### src/rtl/core/hist_pkg.sv
// ----------------------------------------------------------------------------
// hist_pkg
// shared types and constants for the hashed id slot table
// ----------------------------------------------------------------------------
package hist_pkg;

    localparam int DEF_SLOTS    = 1024;
    localparam int DEF_ID_WIDTH = 32;
    localparam int TID_W        = 32;
    localparam int FUNC_W       = 2;
    localparam int S_TDATA_W    = 40;
    localparam int M_TDATA_W    = 40;

    typedef enum logic [FUNC_W-1:0] {
        FUNC_ALLOC  = 2'd0,
        FUNC_REL    = 2'd1,
        FUNC_LOOKUP = 2'd2,
        FUNC_NONE   = 2'd3
    } func_t;

    typedef enum logic [2:0] {
        ST_CLEAR,
        ST_IDLE,
        ST_MOD,
        ST_RD,
        ST_CHK,
        ST_APROBE,
        ST_ACHK,
        ST_DONE
    } state_t;

    typedef struct packed {
        logic             start;
        logic [TID_W-1:0] dividend;
    } mod_req_t;

endpackage

### src/rtl/core/hist_mod.sv
// ----------------------------------------------------------------------------
// hist_mod
// remainder unit, reciprocal multiply for the quotient, then multiply back
// and subtract, one step a cycle
// ----------------------------------------------------------------------------
module hist_mod import hist_pkg::*; #(
    parameter int SLOTS = DEF_SLOTS
) (
    input  logic                     aclk,
    input  logic                     aresetn,
    input  mod_req_t                 req,
    output logic                     done,
    output logic [$clog2(SLOTS)-1:0] rem
);

    localparam int SLOT_W = $clog2(SLOTS);
    localparam int SHIFT  = TID_W + SLOT_W;
    localparam int PROD_W = 2 * TID_W + 1;
    localparam logic [TID_W:0] RECIP =
        (TID_W+1)'(((64'd1 << SHIFT) + 64'(SLOTS) - 64'd1) / 64'(SLOTS));
    localparam logic [TID_W-1:0] DIVISOR = TID_W'(SLOTS);

    logic              st1_reg, st1_next;
    logic              st2_reg, st2_next;
    logic              done_reg, done_next;
    logic [TID_W-1:0]  dv_reg, dv_next;
    logic [TID_W-1:0]  q_reg, q_next;
    logic [SLOT_W-1:0] rem_reg, rem_next;
    logic [PROD_W-1:0] prod;
    logic [TID_W-1:0]  back;

    always_ff @(posedge aclk) begin
        if (!aresetn) begin
            st1_reg  <= 1'b0;
            st2_reg  <= 1'b0;
            done_reg <= 1'b0;
        end else begin
            st1_reg  <= st1_next;
            st2_reg  <= st2_next;
            done_reg <= done_next;
        end
    end

    always_ff @(posedge aclk) begin
        dv_reg  <= dv_next;
        q_reg   <= q_next;
        rem_reg <= rem_next;
    end

    always_comb begin
        prod      = PROD_W'(dv_reg) * PROD_W'(RECIP);
        back      = q_reg * DIVISOR;
        st1_next  = req.start;
        st2_next  = st1_reg;
        done_next = st2_reg;
        dv_next   = dv_reg;
        q_next    = q_reg;
        rem_next  = rem_reg;
        if (req.start) begin
            dv_next = req.dividend;
        end
        if (st1_reg) begin
            q_next = TID_W'(prod >> SHIFT);
        end
        if (st2_reg) begin
            rem_next = SLOT_W'(dv_reg - back);
        end
    end

    assign done = done_reg;
    assign rem  = rem_reg;

endmodule

### config.mk
export PLATFORM = sky130hd
export DESIGN_NAME = hist_mod
export DESIGN_NICKNAME = d
export VERILOG_FILES = /design/src/rtl/core/hist_pkg.sv /design/src/rtl/core/hist_mod.sv
export SDC_FILE = /design/constraint.sdc
export NUM_CORES = 1
export LEC_CHECK = 0
export BUFFER_PORTS_ARGS = -buffer_cell sky130_fd_sc_hd__buf_2
export CAP_MARGIN = 15
export CORE_MARGIN = 10
export CORE_UTILIZATION = 31
export DETAILED_ROUTE_END_ITERATION = 12
export PLACE_DENSITY_LB_ADDON = 0.2
export SYNTH_ARGS = -nofsm -noshare
export SYNTH_HDL_FRONTEND = slang
export SYNTH_SLANG_ARGS = --single-unit
### constraint.sdc
create_clock -name aclk -period 1 [get_ports aclk]
set_input_delay 0.15 -clock aclk [delete_from_list [all_inputs] [get_ports aclk]]
set_output_delay 0.15 -clock aclk [all_outputs]
set_load 0.03 [all_outputs]
==> results of run 1 <==
==> power groups by stage <==
| stage | registers, mW | clock network, mW | logic [mW] |
|---|---|---|---|
| after global placement | 1.13 | 0 | 0.0813 |
| after CTS | 1.12 | 0.415 | 0.0961 |
| after global routing | 1.12 | 0.464 | 0.124 |
| final | 1.12 | 0.395 | 0.116 |
| after detailed placement | 1.14 | 0 | 0.0826 |
| after floorplan | 1.16 | 0 | 0.00291 |
==> final timing paths <==
kind	slack, ns	endpoint	from	cells past startpoint
min reg2reg	0.43	rem[6]	dv_reg[6]	0
max	-0.003	rem[6]	rem[6]	1
max reg2reg	0.11	rem[7]	done_next	1
min	0.03	dv_reg[8]	req[8]	1
==> cell type report <==
cell class,instances,share of cell area
multi-input cells,3,0.0187
clock buffers,3,0.0224
flip-flops and latches,23,0.657
well taps,27,0.0336
clock inverters,1,0.00498
repair buffers,32,0.264
==> synth_stat cells <==
cell	n
dfxtp_1	3
and2_1	3
edfxtp_1	20
==> layer usage <==
metal | wire, um | vias to the layer above
met2 | 590 | 13
met5 | 0 | -
met3 | 116 | 0
li1 | - | 172
met1 | 374 | 149
met4 | 0 | 0
==> logic make-up (layout without fill, tap and decap cells) <==
group	after synthesis	in the layout	synth area share
simple gates	3	3	0.0276
buf+inv	0	36	0
flops	23	23	0.972
==> what timing repair did <==
action                                  4_1_cts  5_1_grt
resized for setup                            20        1
pin swaps                                     0        0
endpoints found under the setup margin       10       11
endpoints found under the hold margin         0        7
hold buffers                                  0        7
==> metrics by stage <==
stage / total power [mW] / hold slack, ns / std cells / util / area [um^2]
6_report: 1.63 / 0.0286 / 89 / 0.498 / 1010
5_1_grt: 1.71 / 0.00322 / 89 / 0.498 / 1010
4_1_cts: 1.63 / 0.00479 / 82 / 0.462 / 933
3_5_place_dp: 1.22 / 0.328 / 78 / 0.417 / 843
3_3_place_gp: 1.22 / 0.327 / 78 / 0.417 / 843
2_1_floorplan: 1.17 / 0.249 / 26 / - / 679
==> results.toml, run 1 <==
[min_path]
worstHoldPathType = "in2reg"

[pwr]
power.ir.vdd_worst_v = 0.000988
p_clk_frac = 0.243
power.switching_uw = 315
combinationalPowerShare = 0.071
p_per_area_nw_per_um2 = 1620
sw_frac_of_total = 0.193
p_leak_nw = 0.393
power.internal_mw = 1.31
power.sequential.fraction = 0.686

[cells_and_area]
synthToLayoutAreaGrowth_pct = 48.1
total_area_of_multi_input_combinational_cells_um2 = 18.8
layout.nets = 98
num-fill-cells = 179
fraction_of_final_layout_cells_with_drive_strength_greater_than_1 = 0.468
ff_latch_area_um2 = 661
final_common_cell = "edfxtp_1"
most-common-layout-cells = "edfxtp_1 (20), buf_2 (12), buf_6 (10)"
num_antenna_cells = 0

[critical_path]
critical_path.endpoint_type = "output pin"
worstPathMaxFanout = 1
critical_path_class = "reg2out"
startpoint_type = "register"
worstPathRequired_ns = 0.85
worst_ep_arrival_ns = 0.85
cp_slowest_cell = "edfxtp_1"
cp_cell_sequence = "buf_6"
path_buf_inv = 1
critPathTopFamily = "flip-flops"
critical-path-max-stage-delay_ns = 0.40

[clocking]
clockRootBuffer = "clkbuf_4"
cts.path.max_buffers = 2
clk_latency_ns = 0.29
max_h_tree_level = 1
clkSinkCount = 23
cts_tree = "done"
clock_slew_at_the_register_clock_pins_of_the_worst_setup_and_hold_paths_ns = 0.11
cts_post_setup_buffers_inserted = 0
cts_buffers = 3

[logic_synthesis]
syn_inst = 26
post_synth.cell_area_avg_um2 = 26.1
synth_cell_type_count = 3
mappedNetlistNets = 61
synth-seq-cells = 23
yosysWarnings = 0
synth_largest_type_area_fraction = 0.884
yosysTopAreaCell = "edfxtp_1"
post_synth_main_area_contributors = "edfxtp_1 (88%), dfxtp_1 (8.8%), and2_1 (2.8%)"
mappedNetlistArea_um2 = 679
synth.yosys.seq_area_share = 0.972

[routing]
vias_per_cell = 3.75
dr_total_vias = 334
drt_pre_antenna_iters = 3
detail_route.wirelength_um = 1080
wl_per_cell_um = 12.1
antenna_left = 0
detailedRoute.firstIterationViolations = 11
drc_errors = 0

[placed_design]
gp_routability_congestion = 0.552
port_buffers = 23
worst_setup_slack_before_clock_tree_synthesis_ns = 0.109

[sta]
achievable_freq_ghz = 0.997
hold_violations = 0
setup_ws_post_layout_ns = -0.00300
max_slew.worst_pin.slew_ns = 0.232
setup_repair_after_global_routing_missed_its_margin = "yes"
final.setup.tns_ns = -0.00588
clock_skew_ns = 0.00379
period_minus_slack_ns = 1.00
max-slew-margin-rel = 0.845
fin_crit_sh = 1.00
setup_viol = 2
final_max_slew_viol_count = 0

[floorplanning]
area_of_the_die_um2 = 4460
die_w_um = 66.8
boundaryPins = 46
design.core.area_um2 = 2020
initial_cell_density_of_the_core = 0.336
die-height_um = 66.8
fp-row-count = 16

[grt]
combined_global_route_utilization_of_all_metal_layers = 0.0431
grt_pass1_wl_um = 1360
pin_count_of_the_biggest_net_entering_global_routing = 14
use_met2 = 0.0723
grt_antenna_before_repair = 0
grt_util_met1 = 0.0362
global_route.peak_usage_layer = "met2"
grt_pass1_vias = 314
use_met3 = 0.0268
overflow = 0

[run]
maxCapViolations = 0

[status]
failed_checks = "setup timing"
status = "finished with violations"
Power figures use the tool's default switching activity.
==> run 2, diff against run 1 <==
--- a/config.mk
+++ b/config.mk
@@ -10,6 +10,7 @@
 export CORE_MARGIN = 10
 export CORE_UTILIZATION = 31
 export DETAILED_ROUTE_END_ITERATION = 12
+export HOLD_SLACK_MARGIN = 0.12
 export PLACE_DENSITY_LB_ADDON = 0.2
 export SYNTH_ARGS = -nofsm -noshare
 export SYNTH_HDL_FRONTEND = slang
==> results.toml, run 2 (synthesis results as in run 1) <==
[sta]
setup_repair_after_global_routing_missed_its_margin = "yes"
max_slew.worst_pin.slew_ns = 0.234
setup_viol = 2
hold_violations = 0
timing.hold.ws_ns = 0.219
fin_crit_sh = 1.00
setup_ws_post_layout_ns = -0.00260
period_minus_slack_ns = 1.00
clock_skew_ns = 0.00301
achievable_freq_ghz = 0.997
final.setup.tns_ns = -0.00274
final_max_slew_viol_count = 0
max-slew-margin-rel = 0.844

[routing]
drt_pre_antenna_iters = 4
dr_total_vias = 347
wl_per_cell_um = 11.9
detail_route.wirelength_um = 1110
antenna_left = 0
top_signal_layer_used = "met3"
drc_errors = 0
wl_met1_um = 377
routed-wl-met2_um = 609
met3RoutedLength_um = 118
detailedRoute.firstIterationViolations = 11
vias_per_cell = 3.73

[pwr]
power.ir.vdd_worst_v = 0.000988
total_power_mw = 1.64
p_leak_nw = 0.410
p_per_area_nw_per_um2 = 1570

[grt]
grt_pass1_wl_um = 1530
combined_global_route_utilization_of_all_metal_layers = 0.0485
overflow = 0
grt_pass1_vias = 330
grt_antenna_before_repair = 0
pin_count_of_the_biggest_net_entering_global_routing = 14

[min_path]
min_path_cells = 1
worstHoldPathType = "in2reg"

[critical_path]
worstPathMaxFanout = 1
critPathTopFamily = "flip-flops"
logic_depth_of_the_worst_register_to_register_path = 1
cp_cell_sequence = "buf_6"
worstPathRequired_ns = 0.85
critical_path.endpoint_type = "output pin"
path_depth = 1
cp_slowest_cell = "edfxtp_1"
path_buf_inv = 1
critical_path_class = "reg2out"
critical-path-max-stage-delay_ns = 0.40
worst_ep_arrival_ns = 0.85
startpoint_type = "register"

[cells_and_area]
fraction_of_final_layout_cells_with_drive_strength_greater_than_1 = 0.439
layout.nets = 102
num-fill-cells = 172
finish.utilization = 0.517
post-route-cell-area_um2 = 1050
final_common_cell = "edfxtp_1"
num_antenna_cells = 0
synthToLayoutAreaGrowth_pct = 54.0
fin_cells = 93
most-common-layout-cells = "edfxtp_1 (20), buf_2 (12), dlygate4sd3_1 (11)"

[floorplanning]
area_of_the_die_um2 = 4460
initial_cell_density_of_the_core = 0.336
boundaryPins = 46
die-height_um = 66.8
design.core.area_um2 = 2020
fp-row-count = 16
die_w_um = 66.8

[placed_design]
detailed_place.area_um2 = 843
port_buffers = 23
post-place-cells = 78
worst_setup_slack_before_clock_tree_synthesis_ns = 0.109
gp_routability_congestion = 0.552

[clocking]
max_h_tree_level = 1
clock_slew_at_the_register_clock_pins_of_the_worst_setup_and_hold_paths_ns = 0.11
clk_latency_ns = 0.30
cts.path.max_buffers = 2
clockRootBuffer = "clkbuf_4"
cts_tree = "done"
cts_post_setup_buffers_inserted = 0
clkSinkCount = 23
cts_buffers = 3

[status]
status = "finished with violations"
failed_checks = "setup timing"

[run]
maxCapViolations = 0
## run 2: path summary, 6_finish.rpt
check                                from        end  slack, ns
worst min-delay path              req[32]  dv_reg[5]       0.22
worst max register to register  done_next     rem[9]       0.11
worst max-delay path               rem[5]     rem[5]     -0.003
worst min register to register  dv_reg[6]     rem[6]       0.43
## run 2: final cells by class
cell class                      instances  area, um^2  share of cell area
Clock buffer                            3        22.5              0.0215
Sequential cell                        23         661               0.632
Tap cell                               27        33.8              0.0323
Multi-Input combinational cell          3        18.8              0.0179
Timing Repair Buffer                   36         305               0.292
Clock inverter                          1        5.00             0.00478
## run 2: where the power goes
group / internal, mW / switching [mW] / total [mW] / leakage, nW
clock network: 0.149 / 0.248 / 0.397 / 0.0177
registers: 1.10 / 0.0149 / 1.12 / 0.214
logic: 0.0728 / 0.0550 / 0.128 / 0.178
total: 1.32 / 0.318 / 1.64 / 0.410
## run 2: what timing repair did
| action | CTS | global route |
|---|---|---|
| pin swaps | 0 | 0 |
| resized for setup | 20 | 1 |
| hold buffers | 11 | 0 |
| endpoints found under the hold margin | 13 | 0 |
| setup endpoints to repair | 10 | 11 |
## run 2: per-layer routing
metal,GRT usage,vias up
met5,0,-
met4,0.0314,0
met3,0.0284,0
met2,0.0853,15
met1,0.0401,152
li1,-,180
